$ cat src/rtl/mbs_pkg.sv
// Package: shared types and constants for the median background subtractor.
package mbs_pkg;

  localparam int unsigned WindowDefault    = 10;
  localparam int unsigned MaxPixelsDefault = 524288;
  localparam logic [15:0] PeriodReset      = 16'd100;
  localparam logic [7:0]  ThresholdReset   = 8'd50;

  localparam logic [0:0] RegPeriod    = 1'b0;
  localparam logic [0:0] RegThreshold = 1'b1;

  typedef enum logic [2:0] {
    ST_IDLE,
    ST_READ,
    ST_SORT,
    ST_LOOK,
    ST_OUT
  } mbs_state_e;

  typedef struct packed {
    logic load;
    logic read;
    logic sort_start;
    logic sort_step;
    logic bg_read;
    logic finish;
  } mbs_cmd_t;

  typedef struct packed {
    logic sampling;
    logic emit;
    logic sort_done;
    logic out_busy;
  } mbs_sts_t;

endpackage

$ cat src/rtl/mbs_ctrl.sv
// Controller: sequences read, median sort, background lookup and result hand-off.
module mbs_ctrl
  import mbs_pkg::*;
(
  input  logic     clk_i,
  input  logic     rst_ni,
  input  logic     in_valid_i,
  output logic     in_stall_o,
  input  mbs_sts_t sts_i,
  output mbs_cmd_t cmd_o
);

  mbs_state_e state_q, state_d;

  always_ff @(posedge clk_i or negedge rst_ni) begin
    if (!rst_ni) begin
      state_q <= ST_IDLE;
    end else begin
      state_q <= state_d;
    end
  end

  always_comb begin
    state_d    = state_q;
    cmd_o      = '0;
    in_stall_o = 1'b1;
    case (state_q)
      ST_IDLE: begin
        in_stall_o = 1'b0;
        if (in_valid_i) begin
          cmd_o.load = 1'b1;
          state_d    = ST_READ;
        end
      end
      ST_READ: begin
        cmd_o.read = 1'b1;
        state_d    = sts_i.sampling ? ST_SORT : ST_LOOK;
        cmd_o.sort_start = sts_i.sampling;
      end
      ST_SORT: begin
        cmd_o.sort_step = 1'b1;
        if (sts_i.sort_done) begin
          state_d = ST_OUT;
        end
      end
      ST_LOOK: begin
        cmd_o.bg_read = 1'b1;
        state_d       = ST_OUT;
      end
      ST_OUT: begin
        if (!sts_i.out_busy) begin
          cmd_o.finish = 1'b1;
          state_d      = ST_IDLE;
        end
      end
      default: state_d = ST_IDLE;
    endcase
  end

endmodule

$ cat config.mk
export PLATFORM = sky130hd
export DESIGN_NAME = mbs_ctrl
export DESIGN_NICKNAME = d
export VERILOG_FILES = /design/src/rtl/mbs_pkg.sv /design/src/rtl/mbs_ctrl.sv
export SDC_FILE = /design/constraint.sdc
export NUM_CORES = 1
export LEC_CHECK = 0
export CAP_MARGIN = 20
export CORE_AREA = 3 3 40 42
export CTS_CLUSTER_DIAMETER = 120
export DETAILED_ROUTE_END_ITERATION = 8
export DIE_AREA = 0 0 43 45
export DONT_BUFFER_PORTS = 1
export GPL_ROUTABILITY_DRIVEN = 1
export PLACE_DENSITY_LB_ADDON = 0.12
export SKIP_CTS_REPAIR_TIMING = 1
export SLEW_MARGIN = 20
export SYNTH_ARGS = -nofsm -noshare
export SYNTH_HDL_FRONTEND = slang
export SYNTH_SLANG_ARGS = --single-unit
$ cat constraint.sdc
create_clock -name clk_i -period 1.4 [get_ports clk_i]
set_clock_uncertainty 0.1 [all_clocks]
set_input_delay 0.28 -clock clk_i [delete_from_list [all_inputs] [get_ports clk_i]]
set_output_delay 0.28 -clock clk_i [all_outputs]
set_load 0.01 [all_outputs]
==> out/results.ini, run 1 <==
[status]
outcome = complete, but fails checks
violations = setup timing

[detailed_routing]
drc = 0
drt-total-wl_um = 550
dr.first_iter.drc_count = 2
ant_nets = 0
drtPass1Iterations = 2
num_vias = 199
wl_per_cell_um = 11.5
avgViaCountPerCell = 4.15

[power_and_ir_drop]
seqPwrFrac_pct = 23.0
intPower_mw = 0.511
totalPowerFinal_mw = 0.822
p_per_area_nw_per_um2 = 2390
leakage_nw = 0.145
ir_worst_vdd_mv = 0.543
p_clk_share_pct = 18.4
power_switching_mw = 0.311
p_comb_share_pct = 58.6
sw_frac_of_total_pct = 37.9

[clocking]
cts_buffer_depth = 2
cts_tree = yes
root_buffer = clkbuf_4
cts_buffers = 3
clkTransAtPathRegs_ps = 40
clock_latency_ps = 230
ctsHtreeMaxLevel = 1
clock_sinks = 3

[finish]
area_growth_pct = 84.6
final_net_count = 41
drive_gt1_share_pct = 63.6
top_regs = state_q (3)
top_register = state_q
postLayoutCellArea_um2 = 344
largest_reg_flops = 3
antennaDiodeCount = 0

[floorplanning]
die_w_um = 43
start_util_pct = 14.5
core_area_um2 = 1280
rows = 13
io_pins = 14
die_h_um = 45
dieArea_um2 = 1940

[synthesis]
synth_ff_type = dfrtp_1
yosys-top-cells-count = 3 x dfrtp_1, 3 x nand2b_1, 2 x inv_1, 2 x nor2_1
synth_warnings = 0
synth_area_leaders = dfrtp_1 40%, nand2b_1 10%, nor3b_2 6.7%
ys_seq_elements = 3
netlist_area_um2 = 186
synthDistinctLibCells = 14
synth_area_per_cell_um2 = 9.32
synth-edff-count = 0
async_reset_ff_share_pct = 100
synth_top_area_share_pct = 40.3
synth_top_cell_by_area = dfrtp_1
ys_seq_area_share_pct = 40.3
synth_nets = 27
netlist_instances = 20

[worst_setup_path]
endpoint_kind = primary output
crit_path_start_kind = flip-flop
critical_path_arrival_ps = 1200
crit_path_max_fanout = 4
slowest_delay_ps = 420
critical_path_class = reg2out
worstReg2RegStart = state_q[0]
crit_path_start = state_q[0]
cp_slowest_cell = dfrtp_2
cp.required_ps = 1020
path_cells = or3_4 -> buf_6

[global_route]
overflow = 0
grtUsageTotal_pct = 7.01
grt_pass1_wl_um = 834
antenna_found_initial = 0
grt_max_degree = 7
grt_pass1_vias = 189

[sta]
hold_violations = 0
slew_headroom_pct = 84.8
fmaxAchievable_mhz = 633
fin_crit_sh_pct = 113
maxSlewViolCount = 0
fin_crit_ps = 1580
tightest_slew_ps = 227
fin_ws_ps = -180
rsz0062_at_grt = yes
hold_ws_ps = 104
setup_violations = 6

[placed_design]
portBuffers = 0
dp_hpwl_um = 408
placed_area_um2 = 250
routabilityCongestion = 0.649

[worst_hold_path]
hold_class = in2reg
worstHoldStart = in_valid_i

[run]
max-cap-violations = 0

[power by group through the flow]
stage / registers (mW) / clock network (mW) / logic (mW)
6_report: 0.189 / 0.151 / 0.481
2_1_floorplan: 0.178 / 0 / 0.190
5_1_grt: 0.200 / 0.171 / 0.518
3_5_place_dp: 0.185 / 0 / 0.336
3_3_place_gp: 0.185 / 0 / 0.335
4_1_cts: 0.184 / 0.159 / 0.338
[cell families (layout without fill, tap and decap cells)]
kind of cell,count (synthesis),in the layout,share of synthesized area (%)
flops,3,3,40.3
compound gates,3,3,13.4
simple gates,12,12,42.3
buf+inv,2,15,4.03
[worst max-delay path: cells and delay by family (launching register included)]
family | cells | cell delay, ps
AND/OR/NAND/NOR | 1 | 410
flip-flops | 1 | 420
buffers and inverters | 1 | 130
[layer usage]
metal,vias up,global-route usage [%],part of all wire (%),routed length (um)
met5,-,0,0,0
met2,9,6.89,47,256
met1,92,8.01,45,247
met3,0,2.79,8.4,46
li1,98,-,-,-
met4,0,12.7,0,0
[cells in the final DEF (no fill, tap or decap), types with 2 or more instances in the layout]
cell and instances:
clkbuf_4 3, nand2b_1 2, dfrtp_2 3, buf_4 7, nor2_4 2, inv_1 2
[path summary, 6_finish.rpt]
check / to / slack, ps / cells after the start
max reg2reg: state_q[1] / 140 / 4
max: in_stall_o / -180 / 2
max in group asynchronous: state_q[1] / 840 / 1
min in group asynchronous: state_q[0] / 200 / 1
min: state_q[0] / 100 / 2
min reg2reg: state_q[0] / 410 / 1
[layout make-up]
class	count	area [um2]
Inverter	2	7.51
Tap cell	15	18.8
Clock buffer	4	26.3
Sequential cell	3	78.8
Multi-Input combinational cell	15	139
Fill cell	150	941
Timing Repair Buffer	9	73.8
[per-stage QoR]
| stage | util (%) | TNS, ps | setup WS (ps) | cells |
|---|---|---|---|---|
| 4_1_cts | 21.5 | -954 | -194 | 45 |
| 6_report | 26.8 | -720 | -180 | 48 |
| 2_1_floorplan | - | 0 | 36.5 | 20 |
| 3_5_place_dp | 19.5 | 0 | 59.6 | 41 |
| 3_3_place_gp | 19.5 | 0 | 51.8 | 41 |
| 5_1_grt | 26.8 | -1130 | -216 | 48 |
Power figures use the tool's default switching activity.
==> run 2, diff against run 1 <==
SETUP_SLACK_MARGIN = 0.15   (was unset)
==> out/results.ini, run 2 (synthesized netlist as in run 1, its figures left out) <==
[status]
outcome = complete, but fails checks
violations = setup timing

[global_route]
grt_max_degree = 9
grt_pass1_vias = 195
grt_pass1_wl_um = 821
grtUsageTotal_pct = 6.51
antenna_found_initial = 0
overflow = 0

[floorplanning]
die_w_um = 43
die_h_um = 45
dieArea_um2 = 1940
core_area_um2 = 1280
rows = 13
io_pins = 14
start_util_pct = 14.5

[run]
max-cap-violations = 0

[power_and_ir_drop]
leakage_nw = 0.129
ir_worst_vdd_mv = 0.668
p_per_area_nw_per_um2 = 2320

[clocking]
cts_tree = yes
cts_buffers = 3
cts_buffer_depth = 2
clock_latency_ps = 230
root_buffer = clkbuf_4
ctsHtreeMaxLevel = 1
clkTransAtPathRegs_ps = 30
clock_sinks = 3

[worst_setup_path]
cp.required_ps = 1020
worstReg2RegStart = state_q[2]
critical_path_arrival_ps = 1210
cp_slowest_cell = dfrtp_2
r2r_end = state_q[1]
cp_top_family = simple AND/OR/NAND/NOR gates
endpoint_kind = primary output
crit_buf_inv = 0
critical_path_class = reg2out
crit_path_max_fanout = 8
crit_path_start_kind = flip-flop
worstRegToRegCells = 4
crit_path_start = state_q[1]
path_cells = or3_4 -> nor2_4
slowest_delay_ps = 470
reg2reg_slack_ps = 190

[sta]
tightest_slew_ps = 231
hold_ws_ps = 113
hold_violations = 0
slew_headroom_pct = 84.6
tns_ps = -733
fin_crit_sh_pct = 113
fin_crit_ps = 1590
fmaxAchievable_mhz = 631
fin_ws_ps = -185
maxSlewViolCount = 0
rsz0062_at_grt = yes
setup_violations = 7

[finish]
layout_common_cells = 5 x buf_4, 3 x clkbuf_4, 3 x dfrtp_2
multi_input_area_um2 = 133
largest_reg_flops = 3
top_regs = state_q (3)
final_net_count = 38
drive_gt1_share_pct = 60.0
area_growth_pct = 67.1
fillers = 149
antennaDiodeCount = 0
final_common_cell = buf_4
regArea_um2 = 78.8
top_register = state_q

[worst_hold_path]
hold_class = in2reg
holdPathStages = 2
worstHoldStart = sts_i[0]
min_to = state_q[2]

[detailed_routing]
wl_per_cell_um = 12.4
drc = 0
ant_nets = 0
num_vias = 197
drtPass1Iterations = 2
avgViaCountPerCell = 4.38
dr.first_iter.drc_count = 1
drt-total-wl_um = 558

[placed_design]
routabilityCongestion = 0.588
portBuffers = 0
dp_hpwl_um = 409

run 2: cell count changes in the layout (fill, tap and decap cells not counted):
cell / delta
nor3b_4: -1
buf_6: -1
nor3b_2: +1
buf_4: -2
run 2: stage by stage:
| stage | std cells | setup WS [ps] | utilization [%] | instance area (um2) | total power [mW] |
|---|---|---|---|---|---|
| 2_1_floorplan | 20 | 78.6 | - | 191 | 0.380 |
| 3_3_place_gp | 39 | 38.4 | 18.7 | 240 | 0.494 |
| 3_5_place_dp | 39 | 42.6 | 18.7 | 240 | 0.497 |
| 4_1_cts | 43 | -212 | 20.7 | 267 | 0.654 |
| 5_1_grt | 45 | -223 | 24.2 | 312 | 0.779 |
| 6_report | 45 | -185 | 24.2 | 312 | 0.723 |
run 2: power breakdown:
group / switching [mW] / internal, mW / total, mW
clock network: 0.0405 / 0.107 / 0.147
logic: 0.172 / 0.198 / 0.370
registers: 0.0737 / 0.132 / 0.206
total: 0.287 / 0.436 / 0.723
run 2: area by class of cell:
class                           count  share of cell area (%)
Timing Repair Buffer                6                    15.3
Clock buffer                        4                    8.43
Sequential cell                     3                    25.3
Tap cell                           15                    6.02
Multi-Input combinational cell     15                    42.6
Inverter                            2                    2.41
run 2: worst max path at each step:
| stage | endpoint | slack, ps | cells past startpoint |
|---|---|---|---|
| after floorplan | cmd_o[5] | 80 | 2 |
| after detailed placement | cmd_o[5] | 40 | 2 |
| final | cmd_o[5] | -190 | 2 |
| after global placement | cmd_o[5] | 40 | 2 |
| after global routing | cmd_o[5] | -220 | 2 |
| after CTS | cmd_o[3] | -210 | 3 |
run 2: metal layers:
| layer | wire length, um | global-route usage [%] |
|---|---|---|
| met4 | 0 | 9.04 |
| met5 | 0 | 0 |
| met1 | 245 | 7.02 |
| met3 | 44 | 2.39 |
| met2 | 268 | 8.38 |
